File: src/hw/rtl/mmm_pkg.sv
// Shared types and constants for the matrix multiply unit.
// No dependencies; imported by mmm_ctrl, mmm_datapath and matrix_matrix_multiply.
`timescale 1ns / 1ps

package mmm_pkg;

   localparam int FUNC_W     = 2;
   localparam int IDX_W      = 5;
   localparam int IN_ELEM_W  = 16;
   localparam int SUM_W      = 37;
   localparam int DIM_W      = 6;
   localparam int CSR_DATA_W = 32;
   localparam int CSR_ADDR_W = 4;

   typedef enum logic [FUNC_W-1:0] {
      FUNC_LOAD_A  = 2'd0,
      FUNC_LOAD_B  = 2'd1,
      FUNC_COMPUTE = 2'd2
   } func_type;

   localparam logic [1:0] CSR_ROWS_A    = 2'd0;
   localparam logic [1:0] CSR_INNER_DIM = 2'd1;
   localparam logic [1:0] CSR_COLS_B    = 2'd2;

   // controller to datapath
   typedef struct packed {
      logic load_a;
      logic load_b;
      logic mac_valid;
      logic first;
      logic last_k;
      logic last_c;
   } cmd_type;

   // datapath to controller
   typedef struct packed {
      logic s1_valid;
      logic s2_valid;
   } status_type;

endpackage

File: src/hw/rtl/mmm_ctrl.sv
// Controller for the matrix multiply unit: beat decode and the k/c sequencer.
// Depends on mmm_pkg; drives mmm_datapath through cmd_type and status_type.
`timescale 1ns / 1ps

module mmm_ctrl #(
   parameter int MAX_DIM = 32,
   localparam int IW = $clog2(MAX_DIM),
   localparam int DW = $clog2(MAX_DIM + 1)
) (
   input  logic                         clock,
   input  logic                         reset,
   input  logic                         start,
   input  logic [mmm_pkg::FUNC_W-1:0]   func,
   input  logic [mmm_pkg::IDX_W-1:0]    row_index,
   input  logic [mmm_pkg::IDX_W-1:0]    col_index,
   input  logic [DW-1:0]                dim_rows,
   input  logic [DW-1:0]                dim_inner,
   input  logic [DW-1:0]                dim_cols,
   input  mmm_pkg::status_type          status,
   output logic                         busy,
   output mmm_pkg::cmd_type             cmd,
   output logic [mmm_pkg::IDX_W-1:0]    rd_row,
   output logic [IW-1:0]                rd_k,
   output logic [IW-1:0]                rd_c
);
   import mmm_pkg::*;

   typedef enum logic [1:0] {
      ST_IDLE,
      ST_RUN,
      ST_DRAIN
   } state_type;

   state_type          state_ff;
   logic               mac_valid_ff;
   logic [IDX_W-1:0]   row_ff;
   logic [IW-1:0]      k_ff;
   logic [IW-1:0]      c_ff;

   logic accept;
   logic in_range;
   logic is_compute;
   logic last_k;
   logic last_c;

   assign busy       = (state_ff != ST_IDLE);
   assign accept     = start & ~busy;
   assign in_range   = (32'(row_index) < MAX_DIM) && (32'(col_index) < MAX_DIM);
   assign is_compute = accept && (func == FUNC_COMPUTE) && (32'(row_index) < 32'(dim_rows));
   assign last_k     = (DW'(k_ff) == dim_inner - DW'(1));
   assign last_c     = (DW'(c_ff) == dim_cols - DW'(1));

   assign cmd.load_a    = accept && (func == FUNC_LOAD_A) && in_range;
   assign cmd.load_b    = accept && (func == FUNC_LOAD_B) && in_range;
   assign cmd.mac_valid = mac_valid_ff;
   assign cmd.first     = (k_ff == '0);
   assign cmd.last_k    = last_k;
   assign cmd.last_c    = last_c;

   assign rd_row = row_ff;
   assign rd_k   = k_ff;
   assign rd_c   = c_ff;

   always_ff @(posedge clock) begin
      if (reset) begin
         state_ff     <= ST_IDLE;
         mac_valid_ff <= 1'b0;
         row_ff       <= '0;
         k_ff         <= '0;
         c_ff         <= '0;
      end else begin
         case (state_ff)
            ST_IDLE: begin
               if (is_compute) begin
                  state_ff     <= ST_RUN;
                  mac_valid_ff <= 1'b1;
                  row_ff       <= row_index;
                  k_ff         <= '0;
                  c_ff         <= '0;
               end
            end
            ST_RUN: begin
               if (last_k) begin
                  k_ff <= '0;
                  if (last_c) begin
                     state_ff     <= ST_DRAIN;
                     mac_valid_ff <= 1'b0;
                  end else begin
                     c_ff <= c_ff + IW'(1);
                  end
               end else begin
                  k_ff <= k_ff + IW'(1);
               end
            end
            ST_DRAIN: begin
               if (!(status.s1_valid || status.s2_valid)) begin
                  state_ff <= ST_IDLE;
               end
            end
            default: begin
               state_ff     <= ST_IDLE;
               mac_valid_ff <= 1'b0;
            end
         endcase
      end
   end

endmodule

File: config.mk
export PLATFORM = sky130hd
export DESIGN_NAME = mmm_ctrl
export DESIGN_NICKNAME = d
export VERILOG_FILES = /design/src/hw/rtl/mmm_pkg.sv /design/src/hw/rtl/mmm_ctrl.sv
export SDC_FILE = /design/constraint.sdc
export NUM_CORES = 1
export LEC_CHECK = 0
export CAP_MARGIN = 10
export CORE_UTILIZATION = 65
export CTS_BUF_LIST = sky130_fd_sc_hd__clkbuf_8
export DETAILED_ROUTE_END_ITERATION = 8
export DONT_BUFFER_PORTS = 1
export PLACE_DENSITY_LB_ADDON = 0.08
export SLEW_MARGIN = 0
export SYNTH_ARGS = -nofsm -noshare
export SYNTH_HDL_FRONTEND = slang
export SYNTH_SLANG_ARGS = --single-unit
File: constraint.sdc
create_clock -name clock -period 2.4 [get_ports clock]
set_input_delay 0 -clock clock [delete_from_list [all_inputs] [get_ports clock]]
set_output_delay 0 -clock clock [all_outputs]
set_load 0.05 [all_outputs]
# Word-level counts from Yosys, hierarchy flattened
# Index checks and enable logic that the tools add are counted.
[op_classes]
bitwise = 3
n_addsub = 4
magnitude_cmp = 1
muxes = 15
n_div = 0
mul = 0
shifts = 0
reduce_logical = 15
n_eq_ne = 11
[op_table]
columns = ["operator", "n"]
rows = [
  ["$mux 5", 4],
  ["$pmux 5 s2", 2],
  ["$eq 5x6->1", 2],
  ["$reduce_and 4->1", 3],
  ["$sub 6x1->6 const B", 2],
  ["$add 5x1->5 const B", 2],
  ["$ne 2x2->1 const B", 5],
  ["$mux 2", 4],
  ["$lt 5x6->1", 1],
  ["$pmux 2 s3", 1],
  ["$logic_not 5->1", 1],
  ["$eq 2x1->1 const B", 2],
  ["$eq 2x2->1 const B", 2],
  ["$logic_and 1x1->1", 4],
  ["$logic_not 2->1", 2],
  ["$reduce_and 2->1", 2],
  ["$reduce_bool 2->1", 2],
  ["$mux 1", 3],
  ["$pmux 1 s3", 1],
  ["$not 1->1", 2],
  ["$and 1x1->1", 1],
  ["$logic_or 1x1->1", 1],
]
[totals]
in_bits = 35
wordCells = 54
reg_bits = 18
n_memories = 0
latch_bits = 0
romBits = 0
out_inout_bits = 22
ram_bits = 0

# Depth between registers and ports, before layout
[depth]
ltp_word = 7
ltp_mapped = 9
depth_no_buf = 9

# Worst setup path before layout
# Ideal clock, no wire load.
[synth_path]
path_type = "reg-to-output"
from = "register k_ff[0] (netlist: rd_k[0])"
to = "output cmd[2] (netlist name)"
t_arrival_ns = 2.409
required_ns = 2.400
setup_slack_ns = -0.009
path_stages_with_launch = 4
n_path_buf = 0
cell_sequence = "dfxtp_1 inv_1 ha_1 nor4b_1"
[synth_lines]
columns = ["element", "line_no", "rtl"]
rows = [
  ["start: declaration", "mmm_ctrl.sv:37", "logic [IW-1:0] k_ff;"],
  ["start signal: assignment", "mmm_ctrl.sv:92", "k_ff <= k_ff + IW'(1);"],
  ["end: declaration", "mmm_ctrl.sv:21", "output mmm_pkg::cmd_type cmd,"],
]

# Final worst setup path
[layout_path]
from = "register k_ff[3] (netlist: rd_k[3])"
to = "register c_ff[4] (netlist: rd_c[4])"
[layout_via]
elab_chain_cells = 3
[layout_rtl]
columns = ["element", "line_no", "rtl"]
rows = [
  ["$eq 5x6->1", "mmm_ctrl.sv:50", "assign last_k = (DW'(k_ff) == dim_inner - DW'(1));"],
  ["$ne 2x2->1 (no source line)", "--", ""],
  ["$reduce_and 4->1 (no source line)", "--", ""],
  ["end signal: assignment", "mmm_ctrl.sv:89", "c_ff <= c_ff + IW'(1);"],
  ["end: declaration", "mmm_ctrl.sv:38", "logic [IW-1:0] c_ff;"],
]
# No other way between the ends.
# A chain may end at the register's enable or synchronous reset.

==> flow_metrics.env <==
export IMPL_die_y_um=46.59
export IMPL_yosysTopAreaCellShare=0.2788
export IMPL_die_w_um=46.59
export IMPL_grt_pass1_vias=1178
export IMPL_cts_made_buffers=3
export IMPL_tightestPinTransition_ps=852.9
export IMPL_power_density_nw_per_um2=455.8
export IMPL_fin_worst_skew_ps=2.263
export IMPL_drive_gt1_frac=0.1547
export IMPL_start_util=0.7174
export IMPL_cp_max_fo=5
export IMPL_hold_viol=0
export IMPL_switchingPower_mw=0.2001
export IMPL_drtIter0Drc=31
export IMPL_p_leak_nw=0.6520
export IMPL_n_antenna_cell=0
export IMPL_r2r_start="rd_k[3]"
export IMPL_final_cells=206
export IMPL_cts_setup_buffers=0
export IMPL_drc_errors=0
export IMPL_p_int_mw=0.5014
export IMPL_hold_path_class="primary input to register"
export IMPL_worstHoldEndpoint="state_ff[1]"
export IMPL_clk_latency_ps=260
export IMPL_htreeDepth=1
export IMPL_core_area_um2=1802
export IMPL_fin_crit_sh=0.8639
export IMPL_ys_seq_area_frac=0.2788
export IMPL_utilization=0.8542
export IMPL_firstDrtPassIters=4
export IMPL_fin_crit_ps=2073
export IMPL_cts_resized=0
export IMPL_crit_family="simple AND/OR/NAND/NOR gates"
export IMPL_crit_path_max_incr_delay_ps=480
export IMPL_synth_top_cell_by_area="dfxtp_1"
export IMPL_dp_cells=196
export IMPL_power_frac_seq=0.460
export IMPL_gr_total_overflow=0
export IMPL_worstSetupPathType="register to register"
export IMPL_p_comb_frac=0.180
export IMPL_grt_util_met3=0.1098
export IMPL_vias=1249
export IMPL_rsz0062_at_grt="false"
export IMPL_totalWireLength_um=3085
export IMPL_grt_pass1_wl_um=4581
export IMPL_cts_sinks=18
export IMPL_r2r_end="rd_c[4]"
export IMPL_rows=15
export IMPL_worst_slack_ps=326.6
export IMPL_setup_viol_count_final=0
export IMPL_dp_slack_ps=395.4
export IMPL_port_buffers=0
export IMPL_ant_nets=0
export IMPL_cts_root_buf="clkbuf_8"
export IMPL_post_dp_cell_area_um2=1424
export IMPL_slowest_stage="or4b_1"
export IMPL_cap_violations=0
export IMPL_grt_max_degree=19
export IMPL_nets=226
export IMPL_min_path_cells=3
export IMPL_endpoint_kind="register"
export IMPL_fin_area_um2=1539
export IMPL_synthCells=162
export IMPL_synth_commonest_cells="nor2_1 (21), dfxtp_1 (18), inv_1 (16)"
export IMPL_die_area_um2=2171
export IMPL_syn_area_um2=1292
export IMPL_clock_path_buffers=2
export IMPL_ys_types=38
export IMPL_r2r_cells=7
export IMPL_fmax_mhz=482.3
export IMPL_slew_viol_final=0
export IMPL_synth_async_reset_ratio=0
export IMPL_busiest_layer="met2"
export IMPL_synth_area_leaders="dfxtp_1 (28%), ha_1 (8.7%), nor2_1 (6.1%)"
export IMPL_antenna_found_initial=0
export IMPL_io_pins=57
export IMPL_critPathBufInv=0
export IMPL_reg2reg_slack_ps=330
export IMPL_status="finished, final reports clean"
export IMPL_yosysWarnings=0
export IMPL_min_from="status[1]"
export IMPL_yosysMostFrequentCell="nor2_1"
export IMPL_gr_usage_met2=0.5639
export IMPL_swShare=0.2853
export IMPL_cts_tree="yes"
export IMPL_arrival_ps=2190
export IMPL_ys_flop_type="dfxtp_1"
export IMPL_wl_per_cell_um=14.98
export IMPL_cp_required_ps=2510
export IMPL_relSlewSlack=0.4289
export IMPL_path_cells="xor2_1 -> xnor2_1 -> nand4_1 -> nor3_4 -> or4b_1 -> o211ai_1 -> a21oi_1"
export IMPL_via_per_inst=6.063
export IMPL_syn_num_nets=206
export IMPL_area_delta_synth_final_pct=19.07
export IMPL_setup_tns_final_ps=0
export IMPL_p_clk_frac=0.360
export IMPL_grtUsageTotal=0.3000
export IMPL_holdBufCountCts=6
export IMPL_critPathLaunchType="register"
export IMPL_irDropWorstVdd_mv=0.5214
export IMPL_dp_hpwl_um=2244
export IMPL_ys_ff_latch=18
export IMPL_synth_avg_cell_area_um2=7.978
export IMPL_path_clk_slew_ps=70
export IMPL_gr_usage_met1=0.2905
export IMPL_gp_congestion=0.7421
export IMPL_synth_edf_count=0
==> stage by stage <==
step / hold slack [ps] / total power [mW]
floorplan: 147.5 / 0.4235
global placement: 72.08 / 0.4356
detailed placement: 73.04 / 0.4404
CTS: 104.2 / 0.6966
global route: 110.0 / 0.7277
finish: 97.81 / 0.7015
==> registers in the layout, summed over array words and instances (netlist names) <==
signal and count:
rd_c 5, rd_k 5, rd_row 5, state_ff 2, mac_valid_ff 1
==> cell families after synthesis <==
group                      synth area share
AOI/OAI and AO/OA                    0.1472
muxes                               0.04647
buffers and inverters               0.07551
xor gates and xnor gates            0.09487
DFF                                  0.2788
adders and majority gates           0.08713
and+or+nand+nor                      0.2701
==> cell type report <==
type	count	area [µm²]
multi-input combinational	121	852.1
sequential	18	360.3
fill	110	262.8
timing repair buffer	22	180.2
inverter	16	60.06
clock buffer	4	55.05
tap	25	31.28
==> worst register-to-register path, delay by kind of cell, from the launching register on <==
family | cells | cell delay [ps]
and+or+nand+nor | 3 | 970
DFF | 1 | 340
xor gates and xnor gates | 2 | 340
AOI/OAI and AO/OA | 2 | 280
==> worst max path at each step <==
stage / start / slack (ps) / cells past startpoint / to
after floorplan: rd_k[3] / 30 / 7 / rd_c[4]
after global placement: rd_k[3] / 490 / 7 / rd_c[4]
after detailed placement: rd_k[3] / 400 / 7 / rd_c[4]
after CTS: rd_k[3] / 340 / 7 / rd_c[4]
after global routing: rd_k[3] / 240 / 7 / rd_c[4]
final: rd_k[3] / 330 / 7 / rd_c[4]
==> power groups by stage <==
stage	combinational, mW	clock [mW]	sequential [mW]
6_report	0.127	0.253	0.322
4_1_cts	0.125	0.249	0.322
3_3_place_gp	0.107	0	0.329
3_5_place_dp	0.111	0	0.329
2_1_floorplan	0.0942	0	0.329
5_1_grt	0.138	0.266	0.323
==> per-layer routing <==
metal  share of wire  vias up
li1                -      605
met1            0.39      571
met2            0.51       69
met3           0.092        4
met4          0.0097        0
met5               0        -
==> cells in the final DEF (no fill, tap or decap), drive strengths merged, types with 4 or more instances in the layout <==
cell,Yosys,routed
nor3,10,10
xor2,5,5
nand2,10,10
dlygate4sd3,0,6
ha,9,9
dfxtp,18,18
nor2,22,22
inv,16,16
o21ai,4,4
mux2i,6,6
a21oi,9,9
nand2b,5,5
xnor2,9,9
nand3,5,5
buf,4,16
clkbuf,3,4
Note: power is estimated with default switching activity, not from simulation.
